--- config.mk ---
export PLATFORM = sky130hd
export DESIGN_NAME = servo_drive_handshake_receiver_core
export DESIGN_NICKNAME = d
export VERILOG_FILES = /design/src/sv/sdhr_pkg.sv /design/src/sv/servo_drive_handshake_receiver_core.sv
export SDC_FILE = /design/constraint.sdc
export NUM_CORES = 1
export LEC_CHECK = 0
export BUFFER_PORTS_ARGS = -buffer_cell sky130_fd_sc_hd__buf_2
export CAP_MARGIN = 0
export CORE_MARGIN = 4
export CORE_UTILIZATION = 51
export DETAILED_ROUTE_END_ITERATION = 8
export GPL_ROUTABILITY_DRIVEN = 0
export HOLD_SLACK_MARGIN = 0.12
export PLACE_DENSITY = 0.68
export SYNTH_ARGS = -nofsm -noshare
export SYNTH_HDL_FRONTEND = slang
export SYNTH_SLANG_ARGS = --single-unit
--- constraint.sdc ---
create_clock -name clk -period 17.1 [get_ports clk]
set_input_delay 1.71 -clock clk [delete_from_list [all_inputs] [get_ports clk]]
set_output_delay 1.71 -clock clk [all_outputs]
set_load 0.03 [all_outputs]
--- src/sv/sdhr_pkg.sv ---
// Shared constants for the servo drive handshake receiver.
// No dependencies; imported by servo_drive_handshake_receiver_core.
package sdhr_pkg;

	// Default width of the motion code.
	localparam int CODE_BITS_DEF = 3;

	// Configuration register indexes.
	localparam logic [1:0] CFG_SHORT_PULSE = 2'd0;
	localparam logic [1:0] CFG_LONG_PULSE  = 2'd1;
	localparam logic [1:0] CFG_FRAME       = 2'd2;

	// Register reset values.
	localparam logic [7:0] SHORT_PULSE_RST = 8'd6;
	localparam logic [7:0] LONG_PULSE_RST  = 8'd20;
	localparam logic [7:0] FRAME_RST       = 8'd200;

	// Motion codes.
	localparam int MC_FWD   = 0;
	localparam int MC_BACK  = 1;
	localparam int MC_LEFT  = 2;
	localparam int MC_RIGHT = 3;
	localparam int MC_STOP  = 4;

	// Frame segment bookkeeping: three segments, then the done marker.
	localparam logic [1:0] SEG_FIRST  = 2'd0;
	localparam logic [1:0] SEG_SECOND = 2'd1;
	localparam logic [1:0] SEG_REST   = 2'd2;
	localparam logic [1:0] SEG_DONE   = 2'd3;

	// Servo level sets, bit 0 is servo one.
	localparam logic [2:0] LVL_NONE  = 3'b000;
	localparam logic [2:0] LVL_ONE   = 3'b001;
	localparam logic [2:0] LVL_TWO   = 3'b010;
	localparam logic [2:0] LVL_ALL   = 3'b111;

	typedef logic [3:0][7:0] seg_len_t;
	typedef logic [3:0][2:0] seg_lvl_t;

	typedef struct packed {
		logic [1:0] seg;
		logic [7:0] cnt;
	} frame_pos_t;

endpackage

--- src/sv/servo_drive_handshake_receiver_core.sv ---
// Servo drive handshake receiver: tick-driven handshake, motion code receiver, servo frames.
// Depends on sdhr_pkg for constants and types.
//
// Channel   Dir   Handshake                       Payload
// s_axis    in    s_axis_tvalid / s_axis_tready   tdata[0] partner_ack, [1] partner_data
// m_axis    out   m_axis_tvalid / m_axis_tready   tdata[9:0] result fields, see port list
// cfg       in    cfg_valid / cfg_ready           cfg_index, cfg_data (8-bit register value)
//
// One tick transaction in, one result transaction out, one per cycle sustained while
// m_axis_tready is high. An input register feeds the state update and output register.
// The whole tick step (phase logic plus up to three frame segment skips) sits between
// those two registers. The output register is stalled by m_axis_tready; the input
// register keeps taking a transaction while the output waits, then back-pressures.
// Reset (arst_n low) puts the handshake in its wait-for-both-high phase, ack and reset
// lines high, registers at their defaults. cfg_ready is always high.
module servo_drive_handshake_receiver_core
	import sdhr_pkg::*;
#(
	parameter int CODE_BITS = CODE_BITS_DEF
) (
	input  logic        clk,
	input  logic        arst_n,
	input  logic        s_axis_tvalid,
	output logic        s_axis_tready,
	// [0] partner_ack, [1] partner_data, [7:2] zero
	input  logic [7:0]  s_axis_tdata,
	output logic        m_axis_tvalid,
	input  logic        m_axis_tready,
	// [0] ack_line, [1] reset_line, [2] servo_one, [3] servo_two, [4] servo_three,
	// [5] code_valid, [8:6] motion_code, [9] mismatch_seen, [15:10] zero
	output logic [15:0] m_axis_tdata,
	input  logic        cfg_valid,
	output logic        cfg_ready,
	input  logic [1:0]  cfg_index,
	input  logic [7:0]  cfg_data
);

	localparam int BIT_W = (CODE_BITS > 1) ? $clog2(CODE_BITS) : 1;
	localparam logic [BIT_W-1:0] LAST_BIT = BIT_W'(CODE_BITS - 1);

	typedef enum logic [2:0] {
		PH_HS_HIGH,
		PH_HS_LOW,
		PH_BIT_HIGH,
		PH_BIT_LOW,
		PH_ERR_LOW,
		PH_MOTION
	} phase_t;

	// Configuration registers
	logic [7:0] short_q, long_q, frame_q;

	// Tick state
	phase_t               phase_q, phase_n;
	logic                 round_q, round_n;
	logic [BIT_W-1:0]     bit_q, bit_n;
	logic [CODE_BITS-1:0] now_q, now_n;
	logic [CODE_BITS-1:0] before_q, before_n;
	logic [CODE_BITS-1:0] held_q, held_n;
	frame_pos_t           pos_q, pos_n;
	logic                 ack_line_q, ack_line_n;
	logic                 rst_line_q, rst_line_n;

	// Pipeline
	logic        valid_s1;
	logic        pack_s1, pdat_s1;
	logic        out_valid_q;
	logic [15:0] out_data_q;
	logic        advance;
	logic        s_accept;

	// Per-tick outputs
	logic [2:0]  servo;
	logic        code_valid;
	logic        mismatch;

	// Frame tables for the held code
	logic [31:0] code_ext;
	seg_len_t    lens;
	seg_lvl_t    lvls;

	frame_pos_t       p1, p2;
	logic [BIT_W-1:0] bit_pos;

	function automatic logic [7:0] sat_sub(logic [7:0] a, logic [7:0] b);
		return (a > b) ? (a - b) : 8'd0;
	endfunction

	// Low three bits of the held code, zero-extended first for narrow codes.
	function automatic logic [2:0] code_ext_n(logic [CODE_BITS-1:0] c);
		logic [31:0] w;
		w = 32'(c);
		return w[2:0];
	endfunction

	// Step past exhausted (or empty) segments; at most three of them.
	function automatic frame_pos_t skip_done(frame_pos_t p, seg_len_t l);
		frame_pos_t r;
		r = p;
		for (int i = 0; i < 3; i++) begin
			if (r.seg != SEG_DONE && r.cnt >= l[r.seg]) begin
				r.seg = r.seg + 2'd1;
				r.cnt = 8'd0;
			end
		end
		return r;
	endfunction

	assign cfg_ready     = 1'b1;
	assign advance       = valid_s1 && (!out_valid_q || m_axis_tready);
	assign s_axis_tready = !valid_s1 || advance;
	assign s_accept      = s_axis_tvalid && s_axis_tready;
	assign m_axis_tvalid = out_valid_q;
	assign m_axis_tdata  = out_data_q;

	assign code_ext = 32'(held_q);

	always_comb begin
		lens = '0;
		lvls = '0;
		if (code_ext == 32'(MC_FWD) || code_ext == 32'(MC_BACK)) begin
			lens[SEG_FIRST]  = short_q;
			lens[SEG_SECOND] = long_q;
			lens[SEG_REST]   = sat_sub(sat_sub(frame_q, short_q), long_q);
			lvls[SEG_FIRST]  = (code_ext == 32'(MC_FWD)) ? LVL_TWO : LVL_ONE;
			lvls[SEG_SECOND] = (code_ext == 32'(MC_FWD)) ? LVL_ONE : LVL_TWO;
		end else if (code_ext == 32'(MC_LEFT)) begin
			lens[SEG_FIRST]  = long_q;
			lens[SEG_SECOND] = sat_sub(frame_q, long_q);
			lvls[SEG_FIRST]  = LVL_ALL;
		end else if (code_ext == 32'(MC_RIGHT)) begin
			lens[SEG_FIRST]  = short_q;
			lens[SEG_SECOND] = sat_sub(frame_q, short_q);
			lvls[SEG_FIRST]  = LVL_ALL;
		end else if (code_ext == 32'(MC_STOP)) begin
			lens[SEG_FIRST]  = frame_q;
		end
	end

	// Next state for one tick
	always_comb begin
		phase_n    = phase_q;
		round_n    = round_q;
		bit_n      = bit_q;
		now_n      = now_q;
		before_n   = before_q;
		held_n     = held_q;
		pos_n      = pos_q;
		ack_line_n = ack_line_q;
		rst_line_n = rst_line_q;
		servo      = LVL_NONE;
		code_valid = 1'b0;
		mismatch   = 1'b0;
		p1         = pos_q;
		p2         = pos_q;

		if (phase_q == PH_MOTION) begin
			// Partner ack is only honored on a frame boundary.
			if (pos_q.seg == SEG_FIRST && pos_q.cnt == 8'd0 && pack_s1) begin
				phase_n  = PH_BIT_HIGH;
				round_n  = 1'b0;
				bit_n    = '0;
				now_n    = '0;
				before_n = '0;
			end else begin
				p1 = skip_done(pos_q, lens);
				p2 = p1;
				if (p1.seg != SEG_DONE) begin
					servo  = lvls[p1.seg];
					p2.cnt = p1.cnt + 8'd1;
					p2     = skip_done(p2, lens);
				end
				pos_n = (p2.seg == SEG_DONE) ? '0 : p2;
			end
		end

		bit_pos = LAST_BIT - bit_n;

		unique case (phase_n)
			PH_MOTION: begin
			end
			PH_HS_LOW: begin
				if (!pack_s1 && !pdat_s1) begin
					ack_line_n = 1'b0;
					rst_line_n = 1'b0;
					phase_n    = PH_BIT_HIGH;
					round_n    = 1'b0;
					bit_n      = '0;
					now_n      = '0;
					before_n   = '0;
				end
			end
			PH_BIT_HIGH: begin
				if (pack_s1) begin
					now_n[bit_pos] = now_n[bit_pos] | pdat_s1;
					if (round_n && (before_n[bit_pos] != now_n[bit_pos])) begin
						mismatch   = 1'b1;
						ack_line_n = 1'b1;
						rst_line_n = 1'b1;
						phase_n    = PH_ERR_LOW;
					end else begin
						ack_line_n = 1'b1;
						rst_line_n = 1'b0;
						phase_n    = PH_BIT_LOW;
					end
				end
			end
			PH_BIT_LOW: begin
				if (!pack_s1) begin
					ack_line_n = 1'b0;
					rst_line_n = 1'b0;
					phase_n    = PH_BIT_HIGH;
					if (bit_n == LAST_BIT) begin
						bit_n = '0;
						if (!round_n) begin
							before_n = now_n;
							now_n    = '0;
							round_n  = 1'b1;
						end else begin
							held_n     = now_n;
							code_valid = 1'b1;
							round_n    = 1'b0;
							now_n      = '0;
							before_n   = '0;
							phase_n    = PH_MOTION;
							pos_n      = '0;
						end
					end else begin
						bit_n = bit_n + BIT_W'(1);
					end
				end
			end
			PH_ERR_LOW: begin
				if (!pack_s1) begin
					ack_line_n = 1'b0;
					rst_line_n = 1'b0;
					phase_n    = PH_BIT_HIGH;
					round_n    = 1'b0;
					bit_n      = '0;
					now_n      = '0;
					before_n   = '0;
				end
			end
			default: begin
				phase_n = (pack_s1 && pdat_s1) ? PH_HS_LOW : PH_HS_HIGH;
			end
		endcase
	end

	// Configuration writes
	always_ff @(posedge clk or negedge arst_n) begin
		if (!arst_n) begin
			short_q <= SHORT_PULSE_RST;
			long_q  <= LONG_PULSE_RST;
			frame_q <= FRAME_RST;
		end else if (cfg_valid) begin
			unique case (cfg_index)
				CFG_SHORT_PULSE: short_q <= cfg_data;
				CFG_LONG_PULSE:  long_q  <= cfg_data;
				CFG_FRAME:       frame_q <= cfg_data;
				default: begin
				end
			endcase
		end
	end

	// Tick state and pipeline control
	always_ff @(posedge clk or negedge arst_n) begin
		if (!arst_n) begin
			phase_q     <= PH_HS_HIGH;
			round_q     <= 1'b0;
			bit_q       <= '0;
			now_q       <= '0;
			before_q    <= '0;
			held_q      <= '0;
			pos_q       <= '0;
			ack_line_q  <= 1'b1;
			rst_line_q  <= 1'b1;
			valid_s1    <= 1'b0;
			out_valid_q <= 1'b0;
		end else begin
			valid_s1    <= s_accept || (valid_s1 && !advance);
			out_valid_q <= advance || (out_valid_q && !m_axis_tready);
			if (advance) begin
				phase_q    <= phase_n;
				round_q    <= round_n;
				bit_q      <= bit_n;
				now_q      <= now_n;
				before_q   <= before_n;
				held_q     <= held_n;
				pos_q      <= pos_n;
				ack_line_q <= ack_line_n;
				rst_line_q <= rst_line_n;
			end
		end
	end

	// Payload registers
	always_ff @(posedge clk) begin
		if (s_accept) begin
			pack_s1 <= s_axis_tdata[0];
			pdat_s1 <= s_axis_tdata[1];
		end
		if (advance) begin
			out_data_q <= {6'd0, mismatch, code_ext_n(held_n), code_valid, servo,
				rst_line_n, ack_line_n};
		end
	end

endmodule
# Yosys cells after proc, flatten, opt, wreduce, memory -nomap -nowiden
# Index checks and enable logic that the tools add are counted.
# classes
n_addsub	12
n_mul	0
n_div	0
magnitude_cmp	17
eq_ne	21
n_shift	0
n_mux	122
n_bitwise	5
reduce_logical	38
# op_table
cell	count
$mux W10	28
$mux W8	13
$bmux W8 S2	6
$mux W3	31
$ge A8 B8 Y1	6
$logic_not A32 Y1	1
$mux W16	2
$gt A8 B8 Y1	3
$sub A8 B8 Y8	3
$lt A2 B3 Y1 const B	7
$mux W1	20
$mux W2	9
$logic_and A1 B1 Y1	16
$pmux W3 S5	1
$add A2 B1 Y2 const B	7
$eq A3 B2 Y1 const B	4
$eq A3 B3 Y1 const B	4
$ne A2 B2 Y1 const B	6
$pmux W3 S4	1
$pmux W1 S3	3
$pmux W3 S3	1
$add A8 B1 Y8 const B	1
$logic_not A8 Y1	1
$reduce_and A2 Y1	4
18 further kinds	37
# word_totals
register_bits	65
latchBits	0
mem_bits_rw	0
rom_bits	0
inputBits	23
out_inout_bits	19
elab_cells	236
n_memories	0

# Logic depth before layout (Yosys ltp)
# depth
ltp_word	58
ltp_mapped	94
ltp_nobuf	86

# Worst setup path before layout
# No wires, ideal clock.
# synth_path
path_type	reg-to-reg
start	register short_q[2]
end	register pos_q[3] in the netlist's numbering
setup_ns	0.068
arrival_time_ns	16.551
required_ns	17.032
path_slack_ns	0.481
stages_incl_launch_ff	85
path_buffers	10
synth_period_minus_slack_ns	16.619
cell_sequence	dfstp_2 inv_1 ha_1 nand2b_1 a21boi_0 o21ai_0 a21oi_1 o31ai_1 nor2_1 inv_1 ha_1 inv_1 fa_1 a21o_1 a21oi_1 o21bai_1 a21oi_1 nor2b_1 (+49 left out) o21ai_0 o22a_1 clkbuf_1 mux2_2 a32oi_1 ha_1 nand2_1 o21ai_0 a31oi_1 o21ai_0 clkbuf_1 nand2_1 a21oi_1 a311o_1 o31ai_4 a21oi_2 nor3_4 a32o_1
# synth_via
elab_chain_cells	58
elab_cells_between_ends	75
classes_between	add/sub (8); order compare (8); eq/ne (6); mux (47); reduce/logical (6)
# synth_lines
item	line	text
from (decl)	servo_drive_handshake_receiver_core.sv:51	logic [7:0] short_q, long_q, frame_q;
from (signal assigned)	servo_drive_handshake_receiver_core.sv:258	CFG_SHORT_PULSE: short_q <= cfg_data;
parallel branches: the longest is 47 deep, another holds $sub A8 B8 Y8	--	
$mux W10 *	servo_drive_handshake_receiver_core.sv:168	if (p1.seg != SEG_DONE) begin
$mux W10 *	servo_drive_handshake_receiver_core.sv:159	if (pos_q.seg == SEG_FIRST && pos_q.cnt == 8'd0 && pack_s1) begin
$mux W10 *	servo_drive_handshake_receiver_core.sv:157	if (phase_q == PH_MOTION) begin
$eq A2 B2 Y1	servo_drive_handshake_receiver_core.sv:173	pos_n = (p2.seg == SEG_DONE) ? '0 : p2;
$mux W10 *	servo_drive_handshake_receiver_core.sv:173	
$mux W10 *	servo_drive_handshake_receiver_core.sv:159	
$mux W10 *	servo_drive_handshake_receiver_core.sv:157	
$mux W10	servo_drive_handshake_receiver_core.sv:215	if (!round_n) begin
$mux W10	servo_drive_handshake_receiver_core.sv:213	if (bit_n == LAST_BIT) begin
$mux W10	servo_drive_handshake_receiver_core.sv:209	if (!pack_s1) begin
$mux W10 *	servo_drive_handshake_receiver_core.sv:179	unique case (phase_n)
to (signal assigned)	servo_drive_handshake_receiver_core.sv:291	pos_q <= pos_n;
to (decl)	servo_drive_handshake_receiver_core.sv:60	frame_pos_t pos_q, pos_n;
# Mark *: on every way between the ends. The select of a mux whose other input is x is not followed.
# A chain may end at the register's enable or synchronous reset.

# Worst setup path in the final report
# layout_path
start	register short_q[0]
end	register pos_q[1] in the netlist's numbering
# The elaborated chain is that of the path after synthesis.

==> results.toml <==
[floorplanning]
pin_count = 42
floorplan.rows = 44
die_width_um = 131
start_util_pct = 52.4
floorplan.core_area_um2 = 14600
die_area_um2 = 17100
die_h_um = 131

[worst_setup_path]
worstPathRequired_ns = 17.38
r2r.worst_path.cells = 82
worstSetupEndpointType = "register"
timing.critical_path.slowest_cell_delay_ns = 0.46
regToRegSetupSlack_ns = 0.70
rr_endpoint = "pos_q[1]"
worstSetupStartpointType = "register"
path_max_fanout = 13
rr_startpoint = "short_q[0]"
crit_type = "reg2reg"
timing.critical_path.mode_cell = "sky130_fd_sc_hd__ha_1"
cp.arrival_ns = 16.68
crit_slowest_cell = "sky130_fd_sc_hd__a2111o_1"

[finish]
fillers = 1349
diodes = 0
finish.utilization_pct = 60.5
post_route_cells_drive_above_1_share_pct = 18.2
postLayoutCellArea_um2 = 8860
syn2layout_area_growth_pct = 15.5
design.final.nets = 1142

[power_and_ir_drop]
ir_worst_vdd_mv = 0.103
power.switching_w = 0.000684
power.sequential.fraction_pct = 15.8
p_clk_share_pct = 14.5
p_sw_share_pct = 48.6
power_report.internal_total_w = 0.000724
power.static_leakage_nw = 3.94
power.share.combinational_pct = 69.7
p_per_area_nw_per_um2 = 159

[timing]
finalWorstPathRequiredPeriod_ns = 16.40
max_slew_margin_vs_limit_pct = 26.8
layout_setup_ws_ns = 0.696
worst-slew-pin-transition_ns = 1.09
max_clock_freq_ghz = 0.0610
report.final.hold_viol_count = 0
timing.final.max_slew_violations = 0
finalCritPeriodShare_pct = 95.9
setup_viol = 0
fin_worst_skew_ns = 0.00859

[place]
place_hpwl_um = 17600
portBuffers = 28
dpl-instance-area_um2 = 8280
dp_slack_ns = -0.282

[clocking]
cts_htree_levels = 3
clk_root_buffer_cell = "sky130_fd_sc_hd__clkbuf_16"
cts.sink_count = 65
clk_transition_reported_paths_ns = 0.06
cts_buffers = 9
clock_insertion_delay_worst_skew_ns = 0.35
maximum_clock_path_buffer_count = 2
tritoncts = "yes"

[yosys]
synthesis.area_um2 = 7670
postSynth.topFlopCell = "sky130_fd_sc_hd__dfrtp_1"
synthDominantCellAreaShare_pct = 14.3
number_of_enable_flip_flop_cells_after_synthesis = 12
post_synth_main_area_contributors = "sky130_fd_sc_hd__dfrtp_1 (14%), sky130_fd_sc_hd__ha_1 (14%), sky130_fd_sc_hd__nor2_1 (5.8%), sky130_fd_sc_hd__edfxtp_1 (4.7%), sky130_fd_sc_hd__a21oi_1 (4.5%)"
seq_area_frac_synth_pct = 22.1
synth.largest_area_cell = "sky130_fd_sc_hd__dfrtp_1"
post_synth_inst_count = 976
synthesis.area_per_instance_um2 = 7.86
post_synth_most_frequent_cells = "sky130_fd_sc_hd__nor2_1 (118), sky130_fd_sc_hd__nand2_1 (89), sky130_fd_sc_hd__ha_1 (83), sky130_fd_sc_hd__a21oi_1 (69), sky130_fd_sc_hd__o21ai_0 (60)"
synthesis.yosys.warnings = 0
synth-async-reset-ratio_pct = 81.5
yosys_reg_bits = 65
yosys.cell_count.top_type = "sky130_fd_sc_hd__nor2_1"
synth_cell_types = 83

[global_route]
first_global_vias = 7029
grt-ovfl-total = 0
global_route_wire_length_before_repair_um = 36500
grt_max_degree = 54
antenna_found_initial = 0
global_route.usage.total_pct = 27.1

[detailed_routing]
detail_route.wirelength_um = 23200
drc_errors = 0
detail_route.vias_per_cell = 6.27
drt_pre_antenna_iters = 5
route.antenna.remaining_nets = 0
drt_iter0_drc = 717
detail_route.wl_per_cell_um = 19.0
route.vias.total = 7663

[job]
cap_violations = 0

[status]
outcome = "complete, no violations"

[worst_hold_path]
worstHoldPathType = "reg2reg"
hp-start = "valid_s1"
min_path_cells = 1
hold_crit_endpoint = "m_axis_tvalid"
[kinds of logic after synthesis]
kind of cell	Yosys count	synth area share (%)
xor+xnor	27	3.08
mux	41	5.74
flops	65	22.1
other cells	2	0.0979
simple gates	347	21.7
fa+ha+maj	87	14.4
buf+inv	99	5.40
compound gates	308	27.5
[sequential cells by signal, summed over array words and instances (netlist names), 2 cells and up]
signal	flops
now_q	3
held_q	3
bit_q	2
m_axis_tdata	10
before_q	3
pos_q	10
frame_q	8
phase_q	3
short_q	8
long_q	8
[power by group through the flow]
stage          clock network, W  logic [W]  registers (W)
2_1_floorplan                 0   0.000654       0.000213
3_3_place_gp                  0   0.000887       0.000223
3_5_place_dp                  0   0.000902       0.000223
4_1_cts                0.000207   0.000915       0.000221
5_1_grt                0.000215    0.00108       0.000226
6_report               0.000204   0.000981       0.000222
[how the worst max path moves through the flow]
| stage | start | end | slack [ns] | cells after the start |
|---|---|---|---|---|
| after floorplan | short_q[2] | pos_q[3] | 0.48 | 84 |
| after global placement | short_q[2] | pos_q[5] | -0.05 | 83 |
| after detailed placement | short_q[2] | pos_q[1] | -0.28 | 84 |
| after CTS | short_q[2] | pos_q[1] | 0.04 | 90 |
| after global routing | short_q[0] | pos_q[5] | -0.11 | 86 |
| final | short_q[0] | pos_q[1] | 0.70 | 82 |
[critical path, delay by kind of cell (launching register included)]
family / cells / cell delay, ns
AND/OR/NAND/NOR: 21 / 4.23
flip-flops: 1 / 0.42
adder cells (fa/ha/maj): 10 / 2.67
buffers and inverters: 10 / 1.53
AO/OA/AOI/OAI: 40 / 7.34
multiplexers: 1 / 0.11
[layer usage]
metal  wire length, um  GRT usage, %  up-vias
li1                  -             -     3705
met1             10300          38.9     3554
met2             10300          41.0      340
met3              1780          3.70       64
met4               894          11.5        0
met5                 0             0        -
[metrics by stage]
step	TNS, ns	power (W)	hold WS (ns)	instances
6_report	0	0.00141	0.503	1222
5_1_grt	-0.653	0.00152	0.517	1222
4_1_cts	0	0.00134	0.506	1215
3_5_place_dp	-2.09	0.00112	0.495	1199
3_3_place_gp	-0.209	0.00111	0.489	1199
2_1_floorplan	0	0.000867	0.457	981
[cell usage in the layout (no fill, tap or decap), drive strengths merged, types with 6 or more instances in the layout]
cell type	instances
a21o	9
a211oi	23
clkbuf	11
nor3	17
nor2b	11
o22ai	6
conb	7
and2	23
nand4	10
xor2	11
a31oi	19
nand3	14
dfstp	9
nor4	6
buf	90
nand2	89
nor2	118
mux2	24
a22o	11
o31ai	6
ha	83
o211ai	12
nand2b	23
a32o	9
a21oi	71
inv	50
xnor2	16
dfrtp	44
mux2i	17
edfxtp	12
and3	11
o21a	11
a22oi	16
o21ai	61
[cell type report]
| cell class | count | area [um2] | area share [%] |
|---|---|---|---|
| Sequential cell | 65 | 1700 | 19.2 |
| Timing Repair Buffer | 91 | 656 | 7.40 |
| Clock buffer | 10 | 239 | 2.70 |
| Tap cell | 184 | 230 | 2.60 |
| Inverter | 49 | 184 | 2.08 |
| Multi-Input combinational cell | 817 | 5760 | 65.1 |
| Clock inverter | 6 | 90.1 | 1.02 |
[timing repair]
action	CTS	global route
setup endpoints to repair	10	10
gates cloned	0	1
hold buffers	0	0
resized for setup	3	42
buffers inserted	0	6
pin swaps	0	10
No activity file was read; power rests on OpenSTA's default activity.
